`config.mk`:
```
export PLATFORM = sky130hd
export DESIGN_NAME = boom_angle_cross_check_flat
export DESIGN_NICKNAME = d
export VERILOG_FILES = /design/src/rtl/core/bacc_pkg.sv /design/src/rtl/core/bacc_in_if.sv /design/src/rtl/core/bacc_out_if.sv /design/src/rtl/core/bacc_cfg_if.sv /design/src/rtl/core/boom_angle_cross_check.sv /design/src/flat_wrapper.sv
export SDC_FILE = /design/constraint.sdc
export NUM_CORES = 1
export LEC_CHECK = 0
export BUFFER_PORTS_ARGS = -buffer_cell sky130_fd_sc_hd__buf_2
export CORE_UTILIZATION = 29
export DETAILED_ROUTE_END_ITERATION = 7
export GPL_TIMING_DRIVEN = 0
export SLEW_MARGIN = 20
export SYNTH_ARGS = -nofsm -noshare
export SYNTH_HDL_FRONTEND = slang
export SYNTH_SLANG_ARGS = --single-unit
export TNS_END_PERCENT = 5
```
`constraint.sdc`:
```
create_clock -name clk -period 16.1 [get_ports clk]
set_input_delay 0.805 -clock clk [delete_from_list [all_inputs] [get_ports clk]]
set_output_delay 0.805 -clock clk [all_outputs]
set_load 0.05 [all_outputs]
```
`src/rtl/core/bacc_pkg.sv`:
```
// Shared types and constants for the boom angle cross-check block.
package bacc_pkg;

  // Result status codes.
  typedef enum logic [1:0] {
    ST_LEARNING = 2'd0,
    ST_OK       = 2'd1,
    ST_MISMATCH = 2'd2
  } status_t;

  // Configuration register indexes.
  typedef logic [2:0] reg_idx_t;
  localparam reg_idx_t REG_REFERENCE_ANGLE   = 3'd0;
  localparam reg_idx_t REG_INITIAL_DIRECTION = 3'd1;
  localparam reg_idx_t REG_LEARN_THRESHOLD   = 3'd2;
  localparam reg_idx_t REG_MIN_ENCODER_MOVE  = 3'd3;
  localparam reg_idx_t REG_TOLERANCE         = 3'd4;
  localparam reg_idx_t REG_HOLD_TIME_MS      = 3'd5;

  // Configuration write data width.
  localparam int unsigned CfgDataW = 16;

  // Direction sign codes.
  typedef logic signed [1:0] dir_t;
  localparam dir_t DIR_UNKNOWN = 2'sb00;
  localparam dir_t DIR_POS     = 2'sb01;
  localparam dir_t DIR_NEG     = 2'sb11;

  // Register reset values.
  localparam logic [14:0] LEARN_THRESHOLD_RST  = 15'd500;
  localparam logic [14:0] MIN_ENCODER_MOVE_RST = 15'd200;
  localparam logic [15:0] TOLERANCE_RST        = 16'd300;
  localparam logic [15:0] HOLD_TIME_MS_RST     = 16'd500;

  // Angle wrap limits in 0.01 degree units, as 18 bit signed values.
  localparam logic signed [17:0] HALF_TURN     = 18'sd18000;
  localparam logic signed [17:0] NEG_HALF_TURN = -18'sd18000;
  localparam logic signed [17:0] THREE_HALF    = 18'sd54000;
  localparam logic signed [17:0] NEG_THREE_HALF = -18'sd54000;
  localparam logic signed [17:0] FULL_TURN     = 18'sd36000;
  localparam logic signed [17:0] TWO_TURNS     = 18'sd72000;

  // Sign of a 2 bit direction value; the code for minus two counts as minus one.
  function automatic dir_t dir_sign(input dir_t v);
    dir_sign = (v == 2'sb10) ? DIR_NEG : v;
  endfunction

endpackage

```
`src/rtl/core/bacc_in_if.sv`:
```
// Sample input channel: timestamp, encoder angle and IMU angle.
interface bacc_in_if;
  logic                valid;
  logic                ready;
  logic [31:0]         now_ms;
  logic [15:0]         encoder_angle;
  logic signed [15:0]  imu_angle;

  modport source (output valid, output now_ms, output encoder_angle, output imu_angle,
                  input ready);
  modport sink   (input valid, input now_ms, input encoder_angle, input imu_angle,
                  output ready);
endinterface

```
`src/rtl/core/bacc_out_if.sv`:
```
// Result channel: status, error angle, direction and learned flag.
interface bacc_out_if;
  import bacc_pkg::*;

  logic         valid;
  logic         ready;
  status_t      status;
  logic [15:0]  error_angle;
  dir_t         direction;
  logic         learned;

  modport source (output valid, output status, output error_angle, output direction,
                  output learned, input ready);
  modport sink   (input valid, input status, input error_angle, input direction,
                  input learned, output ready);
endinterface

```
`src/rtl/core/bacc_cfg_if.sv`:
```
// Configuration write channel: register index and write data.
interface bacc_cfg_if;
  import bacc_pkg::*;

  logic                  valid;
  logic                  ready;
  reg_idx_t              reg_index;
  logic [CfgDataW-1:0]   wdata;

  modport source (output valid, output reg_index, output wdata, input ready);
  modport sink   (input valid, input reg_index, input wdata, output ready);
endinterface

```
`src/rtl/core/boom_angle_cross_check.sv`:
```
// Boom angle cross-check: compares encoder and IMU boom angles per sample.
//
// Usage:
//   in_chan carries one sample per transfer: a millisecond timestamp, the
//   absolute encoder angle and the IMU boom angle (0.01 degree units).
//   out_chan returns exactly one result per sample: status, error angle,
//   direction in use and the learned flag, in sample order.
//   cfg_chan writes the six setup registers; it is always ready, and any
//   write to a listed register restarts direction learning. Write it only
//   while no sample is in flight.
// Timing:
//   A sample is registered in the input register and its result in the output
//   register, where it waits until taken. The input register accepts one
//   sample per cycle while the receiver does not stall: the whole check is one
//   pass of compare and subtract logic between the two registers, and the
//   running state is updated in the same cycle as the output register.
// Reset and stalls:
//   Reset empties both registers, loads the register defaults and clears the
//   learned state. When the receiver stalls, the waiting result holds and
//   one more sample is still taken into the input register if it is empty.
module boom_angle_cross_check (
  input  logic   clk,
  input  logic   rst_n,
  bacc_in_if.sink    in_chan,
  bacc_out_if.source out_chan,
  bacc_cfg_if.sink   cfg_chan
);
  import bacc_pkg::*;

  // Configuration registers.
  logic [15:0] ref_angle_r;
  dir_t        init_dir_r;
  logic [14:0] learn_thr_r;
  logic [14:0] min_move_r;
  logic [15:0] tol_r;
  logic [15:0] hold_r;

  // Running state.
  dir_t        dir_r,        dir_nxt;
  logic        learned_r,    learned_nxt;
  logic        disagree_r,   disagree_nxt;
  logic [31:0] start_r,      start_nxt;

  // Input stage.
  logic               s1_valid_r;
  logic [31:0]        now_r;
  logic [15:0]        enc_r;
  logic signed [15:0] imu_r;

  // Output stage.
  logic        out_valid_r;
  status_t     out_status_r;
  logic [15:0] out_err_r;
  dir_t        out_dir_r;
  logic        out_learned_r;

  // Handshake and datapath signals.
  logic               in_xfer, adv;
  logic               cfg_xfer, cfg_restart;
  dir_t               cfg_dir;
  logic signed [17:0] d_raw, d_wrap;
  logic signed [15:0] delta;
  logic [15:0]        delta_neg;
  logic [14:0]        abs_delta;
  logic [15:0]        imu_neg;
  logic [15:0]        abs_imu;
  logic               below_thr, moved, learn_now, same_sign;
  dir_t               dir_eff;
  logic signed [17:0] dir_delta, err_s, err_neg;
  logic [15:0]        abs_err;
  logic [31:0]        elapsed;
  logic               candidate;
  status_t            status_nxt;
  status_t            hold_status;
  logic [15:0]        err_nxt;

  // Channel handshakes: the input register refills whenever it empties.
  assign adv            = s1_valid_r && (!out_valid_r || out_chan.ready);
  assign in_chan.ready  = !s1_valid_r || adv;
  assign in_xfer        = in_chan.valid && in_chan.ready;
  assign cfg_chan.ready = 1'b1;
  assign cfg_xfer       = cfg_chan.valid && cfg_chan.ready;

  // Configuration decode: which writes restart learning and the new direction.
  always_comb begin
    cfg_restart = 1'b0;
    cfg_dir     = dir_sign(init_dir_r);
    unique case (cfg_chan.reg_index)
      REG_INITIAL_DIRECTION: begin
        cfg_restart = cfg_xfer;
        cfg_dir     = dir_sign(dir_t'(cfg_chan.wdata[1:0]));
      end
      REG_REFERENCE_ANGLE, REG_LEARN_THRESHOLD, REG_MIN_ENCODER_MOVE,
      REG_TOLERANCE, REG_HOLD_TIME_MS: begin
        cfg_restart = cfg_xfer;
      end
      default: begin
        cfg_restart = 1'b0;
      end
    endcase
  end

  // Encoder offset from the reference, wrapped into the range above minus and up to plus half a turn.
  always_comb begin
    d_raw = $signed({2'b00, enc_r}) - $signed({2'b00, ref_angle_r});
    if (d_raw > THREE_HALF) begin
      d_wrap = d_raw - TWO_TURNS;
    end else if (d_raw > HALF_TURN) begin
      d_wrap = d_raw - FULL_TURN;
    end else if (d_raw <= NEG_THREE_HALF) begin
      d_wrap = d_raw + TWO_TURNS;
    end else if (d_raw <= NEG_HALF_TURN) begin
      d_wrap = d_raw + FULL_TURN;
    end else begin
      d_wrap = d_raw;
    end
    delta     = d_wrap[15:0];
    delta_neg = 16'(-delta);
    abs_delta = delta[15] ? delta_neg[14:0] : delta[14:0];
    imu_neg   = 16'(-imu_r);
    abs_imu   = imu_r[15] ? imu_neg : imu_r;
  end

  // Direction learning and the error against the IMU angle.
  always_comb begin
    below_thr = (dir_r == DIR_UNKNOWN) && (abs_imu < {1'b0, learn_thr_r});
    moved     = abs_delta >= min_move_r;
    learn_now = (dir_r == DIR_UNKNOWN) && !below_thr && moved;
    same_sign = ((delta > 16'sd0) && (imu_r > 16'sd0)) ||
                ((delta < 16'sd0) && (imu_r < 16'sd0));
    dir_eff   = learn_now ? (same_sign ? DIR_POS : DIR_NEG) : dir_r;
    dir_delta = dir_eff[1] ? -18'(delta) : 18'(delta);
    err_s     = dir_delta - 18'(imu_r);
    err_neg   = -err_s;
    abs_err   = err_s[17] ? err_neg[15:0] : err_s[15:0];
  end

  // Disagreement tracking and the result status.
  always_comb begin
    dir_nxt      = dir_eff;
    learned_nxt  = learned_r || learn_now;
    disagree_nxt = disagree_r;
    start_nxt    = start_r;
    candidate    = 1'b0;
    err_nxt      = 16'd0;
    elapsed      = disagree_r ? (now_r - start_r) : 32'd0;
    hold_status  = (dir_eff == DIR_UNKNOWN) ? ST_LEARNING : ST_OK;
    status_nxt   = hold_status;
    if (below_thr) begin
      // Boom near its rest position: nothing to compare yet.
      disagree_nxt = 1'b0;
      status_nxt   = ST_LEARNING;
    end else begin
      if (dir_eff != DIR_UNKNOWN) begin
        err_nxt   = abs_err;
        candidate = abs_err > tol_r;
      end else begin
        // The IMU shows a large angle but the encoder has not followed.
        err_nxt   = abs_imu;
        candidate = 1'b1;
      end
      if (!candidate) begin
        disagree_nxt = 1'b0;
      end else begin
        disagree_nxt = 1'b1;
        if (!disagree_r) begin
          start_nxt = now_r;
        end
        if (elapsed >= {16'd0, hold_r}) begin
          status_nxt = ST_MISMATCH;
        end
      end
    end
  end

  // Control registers, configuration and running state.
  always_ff @(posedge clk) begin
    if (!rst_n) begin
      s1_valid_r  <= 1'b0;
      out_valid_r <= 1'b0;
      ref_angle_r <= 16'd0;
      init_dir_r  <= DIR_UNKNOWN;
      learn_thr_r <= LEARN_THRESHOLD_RST;
      min_move_r  <= MIN_ENCODER_MOVE_RST;
      tol_r       <= TOLERANCE_RST;
      hold_r      <= HOLD_TIME_MS_RST;
      dir_r       <= DIR_UNKNOWN;
      learned_r   <= 1'b0;
      disagree_r  <= 1'b0;
      start_r     <= 32'd0;
    end else begin
      if (in_xfer) begin
        s1_valid_r <= 1'b1;
      end else if (adv) begin
        s1_valid_r <= 1'b0;
      end
      if (adv) begin
        out_valid_r <= 1'b1;
      end else if (out_chan.ready) begin
        out_valid_r <= 1'b0;
      end

      if (cfg_xfer) begin
        unique case (cfg_chan.reg_index)
          REG_REFERENCE_ANGLE:   ref_angle_r <= cfg_chan.wdata;
          REG_INITIAL_DIRECTION: init_dir_r  <= dir_t'(cfg_chan.wdata[1:0]);
          REG_LEARN_THRESHOLD:   learn_thr_r <= cfg_chan.wdata[14:0];
          REG_MIN_ENCODER_MOVE:  min_move_r  <= cfg_chan.wdata[14:0];
          REG_TOLERANCE:         tol_r       <= cfg_chan.wdata;
          REG_HOLD_TIME_MS:      hold_r      <= cfg_chan.wdata;
          default: begin
          end
        endcase
      end

      // A configuration write restarts learning; the start time is kept.
      if (cfg_restart) begin
        dir_r      <= cfg_dir;
        learned_r  <= 1'b0;
        disagree_r <= 1'b0;
      end else if (adv) begin
        dir_r      <= dir_nxt;
        learned_r  <= learned_nxt;
        disagree_r <= disagree_nxt;
        start_r    <= start_nxt;
      end
    end
  end

  // Payload registers.
  always_ff @(posedge clk) begin
    if (in_xfer) begin
      now_r <= in_chan.now_ms;
      enc_r <= in_chan.encoder_angle;
      imu_r <= in_chan.imu_angle;
    end
    if (adv) begin
      out_status_r  <= status_nxt;
      out_err_r     <= err_nxt;
      out_dir_r     <= dir_nxt;
      out_learned_r <= learned_nxt;
    end
  end

  assign out_chan.valid       = out_valid_r;
  assign out_chan.status      = out_status_r;
  assign out_chan.error_angle = out_err_r;
  assign out_chan.direction   = out_dir_r;
  assign out_chan.learned     = out_learned_r;

  // A learned direction is always a known one.
  a_learned_known: assert property (@(posedge clk) disable iff (!rst_n)
    learned_r |-> (dir_r != DIR_UNKNOWN))
    else $error("learned flag set with unknown direction");

  // A restarting configuration write clears the learned and disagreement state.
  a_cfg_restart: assert property (@(posedge clk) disable iff (!rst_n)
    cfg_restart |=> (!learned_r && !disagree_r))
    else $error("configuration write did not restart learning");

  // A mismatch result leaves a disagreement in progress.
  a_mismatch_tracked: assert property (@(posedge clk) disable iff (!rst_n)
    (adv && !cfg_restart && (status_nxt == ST_MISMATCH)) |=> disagree_r)
    else $error("mismatch reported without a disagreement in progress");

  // With no known direction the result is never reported as ok.
  a_unknown_not_ok: assert property (@(posedge clk) disable iff (!rst_n)
    (out_valid_r && (out_dir_r == DIR_UNKNOWN)) |-> (out_status_r != ST_OK))
    else $error("ok status with unknown direction");

endmodule
```
`src/flat_wrapper.sv`:
```
// flat-port wrapper written by rule: the top's interface ports become plain ports
module boom_angle_cross_check_flat import bacc_pkg::*;
  (clk, rst_n, in_chan_valid, in_chan_now_ms, in_chan_encoder_angle, in_chan_imu_angle, in_chan_ready, out_chan_valid, out_chan_status, out_chan_error_angle, out_chan_direction, out_chan_learned, out_chan_ready, cfg_chan_valid, cfg_chan_reg_index, cfg_chan_wdata, cfg_chan_ready);
  bacc_in_if in_chan_i ();
  bacc_out_if out_chan_i ();
  bacc_cfg_if cfg_chan_i ();
  input  logic clk;
  input  logic rst_n;
  input wire logic [$bits(in_chan_i.valid)-1:0] in_chan_valid;
  input wire logic [$bits(in_chan_i.now_ms)-1:0] in_chan_now_ms;
  input wire logic [$bits(in_chan_i.encoder_angle)-1:0] in_chan_encoder_angle;
  input wire logic [$bits(in_chan_i.imu_angle)-1:0] in_chan_imu_angle;
  output wire logic [$bits(in_chan_i.ready)-1:0] in_chan_ready;
  output wire logic [$bits(out_chan_i.valid)-1:0] out_chan_valid;
  output wire logic [$bits(out_chan_i.status)-1:0] out_chan_status;
  output wire logic [$bits(out_chan_i.error_angle)-1:0] out_chan_error_angle;
  output wire logic [$bits(out_chan_i.direction)-1:0] out_chan_direction;
  output wire logic [$bits(out_chan_i.learned)-1:0] out_chan_learned;
  input wire logic [$bits(out_chan_i.ready)-1:0] out_chan_ready;
  input wire logic [$bits(cfg_chan_i.valid)-1:0] cfg_chan_valid;
  input wire logic [$bits(cfg_chan_i.reg_index)-1:0] cfg_chan_reg_index;
  input wire logic [$bits(cfg_chan_i.wdata)-1:0] cfg_chan_wdata;
  output wire logic [$bits(cfg_chan_i.ready)-1:0] cfg_chan_ready;
  assign in_chan_i.valid = in_chan_valid;
  assign in_chan_i.now_ms = in_chan_now_ms;
  assign in_chan_i.encoder_angle = in_chan_encoder_angle;
  assign in_chan_i.imu_angle = in_chan_imu_angle;
  assign in_chan_ready = in_chan_i.ready;
  assign out_chan_valid = out_chan_i.valid;
  assign out_chan_status = out_chan_i.status;
  assign out_chan_error_angle = out_chan_i.error_angle;
  assign out_chan_direction = out_chan_i.direction;
  assign out_chan_learned = out_chan_i.learned;
  assign out_chan_i.ready = out_chan_ready;
  assign cfg_chan_i.valid = cfg_chan_valid;
  assign cfg_chan_i.reg_index = cfg_chan_reg_index;
  assign cfg_chan_i.wdata = cfg_chan_wdata;
  assign cfg_chan_ready = cfg_chan_i.ready;
  boom_angle_cross_check u_core (.clk(clk), .rst_n(rst_n), .in_chan(in_chan_i), .out_chan(out_chan_i), .cfg_chan(cfg_chan_i));
endmodule
```
==> impl_metrics.csv <==
group,metric,value,unit
global_routing,grt_pass1_wl,65000,um
cells_and_area,area_growth,15.2,%
critical_path,r2r-start,"u_core.enc_r[0]",
global_routing,grt_overflow,0,
detailed_routing,drtPass1Iterations,5,
clocking,cts_tree,"yes",
cells_and_area,final_cell_area,17000,sq um
logic_synthesis,dominantRegCellSynth,"dfxtp_1",
logic_synthesis,synth_edf_count,85,
pwr,pwr-share-comb,54.3,%
min_path,hp-class,"in2reg",
timing,setup_ws,1.24,ns
clocking,htreeDepth,1,
detailed_routing,wirelength,41800,um
timing,drv_slew,0,
pwr,internal_power,1.50,mW
pwr,peakVddDrop,86.6,uV
detailed_routing,vias,12600,
flow_run,drv.max_cap_violation_count,0,
logic_synthesis,synthesis.area,14700,sq um
critical_path,cp.arrival,15.30,ns
critical_path,required,16.54,ns
critical_path,end_kind,"flip-flop",
critical_path,cp_slowest_stage_delay,0.48,ns
critical_path,worst_setup_path_start_kind,"flip-flop",
critical_path,cp_num_buf_inv,9,
cells_and_area,final_cells,2542,
timing,finalCriticalPeriod,14.86,ns
logic_synthesis,yosys.area_share.xor_xnor,5.66,%
timing,fin_skew,0.0176,ns
logic_synthesis,yosys.area.top_type_share,17.3,%
global_routing,grt_max_degree,38,
pwr,sw_frac_of_total,42.8,%
min_path,worstHoldPathCells,1,
critical_path,crit_fanout,10,
detailed_routing,route.detailed.drc,0,
clocking,root_buffer,"clkbuf_16",
die,fp.dieW,227,um
critical_path,cp_top_family,"compound AO/OA/AOI/OAI gates",
critical_path,cp_num_cells,70,
detailed_routing,antenna_left,0,
timing,relSlewSlack,38.0,%
global_routing,grt.total_usage,16.0,%
die,ios,112,
logic_synthesis,synth_compound_area_share,21.3,%
logic_synthesis,synth_area_leader_cell,"edfxtp_1",
detailed_routing,drt_iter0_drc,768,
outcome,status,"finished, final reports clean",
clocking,clk_pin_slew,0.06,ns
placement,hpwl,33200,um
logic_synthesis,ys_async_sr_fraction,0,%
global_routing,grt_pass1_vias,12000,
clocking,clock_sinks,203,
cells_and_area,utilization,33.9,%
die,fp.dieH,227,um
cells_and_area,nNetsFinal,2076,
timing,finalSetupViolCount,0,
logic_synthesis,syn-num-nets,1941,
pwr,power.switching,1.12,mW
timing,rsz0062_at_grt,"no",
timing,hold_viol,0,
placement,dpl-instance-area,16100,sq um
timing,fin_crit_sh,92.3,%
timing,fin_setup_tns,0,ns
placement,dp_cells,2495,
min_path,hold_path.startpoint,"in_chan_encoder_angle[12]",
cells_and_area,drive_gt1_share,11.8,%
placement,port_buffers,107,
critical_path,slowest_stage,"a311oi_2",
die,row_count,82,
die,start_util,29.4,%
logic_synthesis,synthTopCellsByArea,"edfxtp_1 (17%), dfxtp_1 (16%), ha_1 (11%)",
logic_synthesis,yosys.cell_types.count,97,
detailed_routing,routedWlPerCell,16.5,um
logic_synthesis,synth_top_family_by_area,"compound AO/OA/AOI/OAI gates",
logic_synthesis,synth.area.mux_share,2.68,%
logic_synthesis,synth_seq_area_share,33.3,%
logic_synthesis,syn_avg_cell_area,8.60,sq um
global_routing,antenna_found_initial,2,
logic_synthesis,yosysWarnings,0,
pwr,power_leakage,6.83,nW
die,fp.coreArea,50200,sq um
critical_path,rrSetupSlack,1.24,ns
timing,max_freq,67.3,MHz
placement,place_worst_setup_slack,0.623,ns
clocking,numCtsBuffers,25,
logic_synthesis,synthAdderAreaFrac,11.9,%
critical_path,crit_top_cell,"o21ai_0",
critical_path,criticalPathCategory,"reg2reg",
logic_synthesis,synth-seq-cells,203,
critical_path,r2r-end,"u_core.start_r[28]",
logic_synthesis,yosys-top-cells-count,"nand2_1 (215), inv_1 (155), ha_1 (135)",
detailed_routing,vias_per_cell,4.94,
logic_synthesis,synth-simple-area-share,19.0,%
pwr,p_seq_share,23.7,%
logic_synthesis,synthCells,1715,
logic_synthesis,yosysMostFrequentCell,"nand2_1",
clocking,clockBufferDepth,3,
critical_path,reg2reg_depth,70,
cells_and_area,num-fill-cells,5211,
die,die-area,51700,sq um
clocking,insertion_delay,0.57,ns
placement,place.gp.congestion,0.907,
min_path,whs_endpoint,"u_core.enc_r[12]",
timing,worstMarginPinSlew,0.929,ns
pwr,p_clk_share,22.1,%
pwr,power.density,154,nW/um^2
==> cell type report <==
| cell class | instances | area, sq um | share of cell area [%] |
|---|---|---|---|
| clock buffers | 35 | 684 | 4.03 |
| repair buffers | 108 | 556 | 3.27 |
| well taps | 672 | 841 | 4.95 |
| flip-flops and latches | 203 | 4910 | 28.9 |
| clock inverters | 10 | 145 | 0.854 |
| multi-input cells | 1288 | 8950 | 52.7 |
| diodes | 2 | 5.00 | 0.0295 |
| plain buffers | 66 | 303 | 1.78 |
| inverters | 158 | 593 | 3.49 |
==> layer usage <==
metal,track usage [%],vias to the layer above,part of all wire [%]
li1,-,6336,-
met1,22.2,5900,48
met2,25.5,266,44
met3,1.97,65,4.6
met4,5.65,0,3.0
met5,0,-,0
==> worst max path at each step <==
stage                          from                  to
global placement    u_core.enc_r[0]  u_core.start_r[22]
CTS                 u_core.enc_r[0]  u_core.start_r[28]
global route        u_core.enc_r[0]  u_core.start_r[30]
floorplan           u_core.enc_r[0]  u_core.start_r[10]
detailed placement  u_core.enc_r[0]  u_core.start_r[28]
finish              u_core.enc_r[0]  u_core.start_r[28]
==> cells in the final DEF, fill, tap and decap left out, types with 17 or more instances in the layout <==
| cell type | count |
|---|---|
| nand3_1 | 24 |
| nor3_1 | 37 |
| buf_2 | 115 |
| nor2b_1 | 63 |
| nand2_1 | 215 |
| ha_1 | 135 |
| o211ai_1 | 30 |
| clkbuf_1 | 53 |
| xor2_1 | 21 |
| inv_1 | 155 |
| a21boi_0 | 62 |
| o21ai_0 | 83 |
| dfxtp_1 | 118 |
| mux2i_1 | 38 |
| or3_1 | 17 |
| a21oi_1 | 76 |
| xnor2_1 | 65 |
| a21o_1 | 37 |
| edfxtp_1 | 85 |
| nand2b_1 | 27 |
| clkbuf_16 | 26 |
| nor2_1 | 95 |
==> power by group through the flow <==
stage / sequential [mW] / combinational [mW] / clock (mW)
2_1_floorplan: 0.681 / 0.993 / 0
5_1_grt: 0.626 / 1.59 / 0.615
6_report: 0.621 / 1.42 / 0.579
4_1_cts: 0.622 / 1.42 / 0.594
3_3_place_gp: 0.633 / 1.39 / 0
3_5_place_dp: 0.633 / 1.42 / 0
==> cell families (layout without fill, tap and decap cells) <==
logic type / count (synthesis) / after routing
compound gates: 446 / 446
xor+xnor: 91 / 91
fa+ha+maj: 138 / 138
buf+inv: 224 / 377
flops: 203 / 203
mux: 39 / 39
other cells: 1 / 3
simple gates: 573 / 573
==> flip-flops by register name, indices dropped and copies added (netlist names), 2 cells and up <==
register,flops
u_core.hold_r,16
u_core.start_r,32
u_core.out_chan.error_angle,16
u_core.enc_r,16
u_core.imu_r,16
u_core.learn_thr_r,15
u_core.min_move_r,15
u_core.ref_angle_r,16
u_core.now_r,32
u_core.dir_r,2
u_core.tol_r,16
u_core.out_chan.direction,2
u_core.out_chan.status,2
u_core.init_dir_r,2
==> timing repair <==
item	in CTS	in global routing
setup endpoints to repair	0	30
resized for setup	0	5
setup buffers	0	0
hold buffers	0	0
==> stage by stage <==
stage / hold slack [ns] / total power [mW]
after detailed placement: 0.461 / 2.05
after global routing: 0.388 / 2.83
after global placement: 0.449 / 2.02
after floorplan: 0.433 / 1.67
final: 0.411 / 2.62
after CTS: 0.379 / 2.64
No activity file was read; power rests on OpenSTA's default activity.
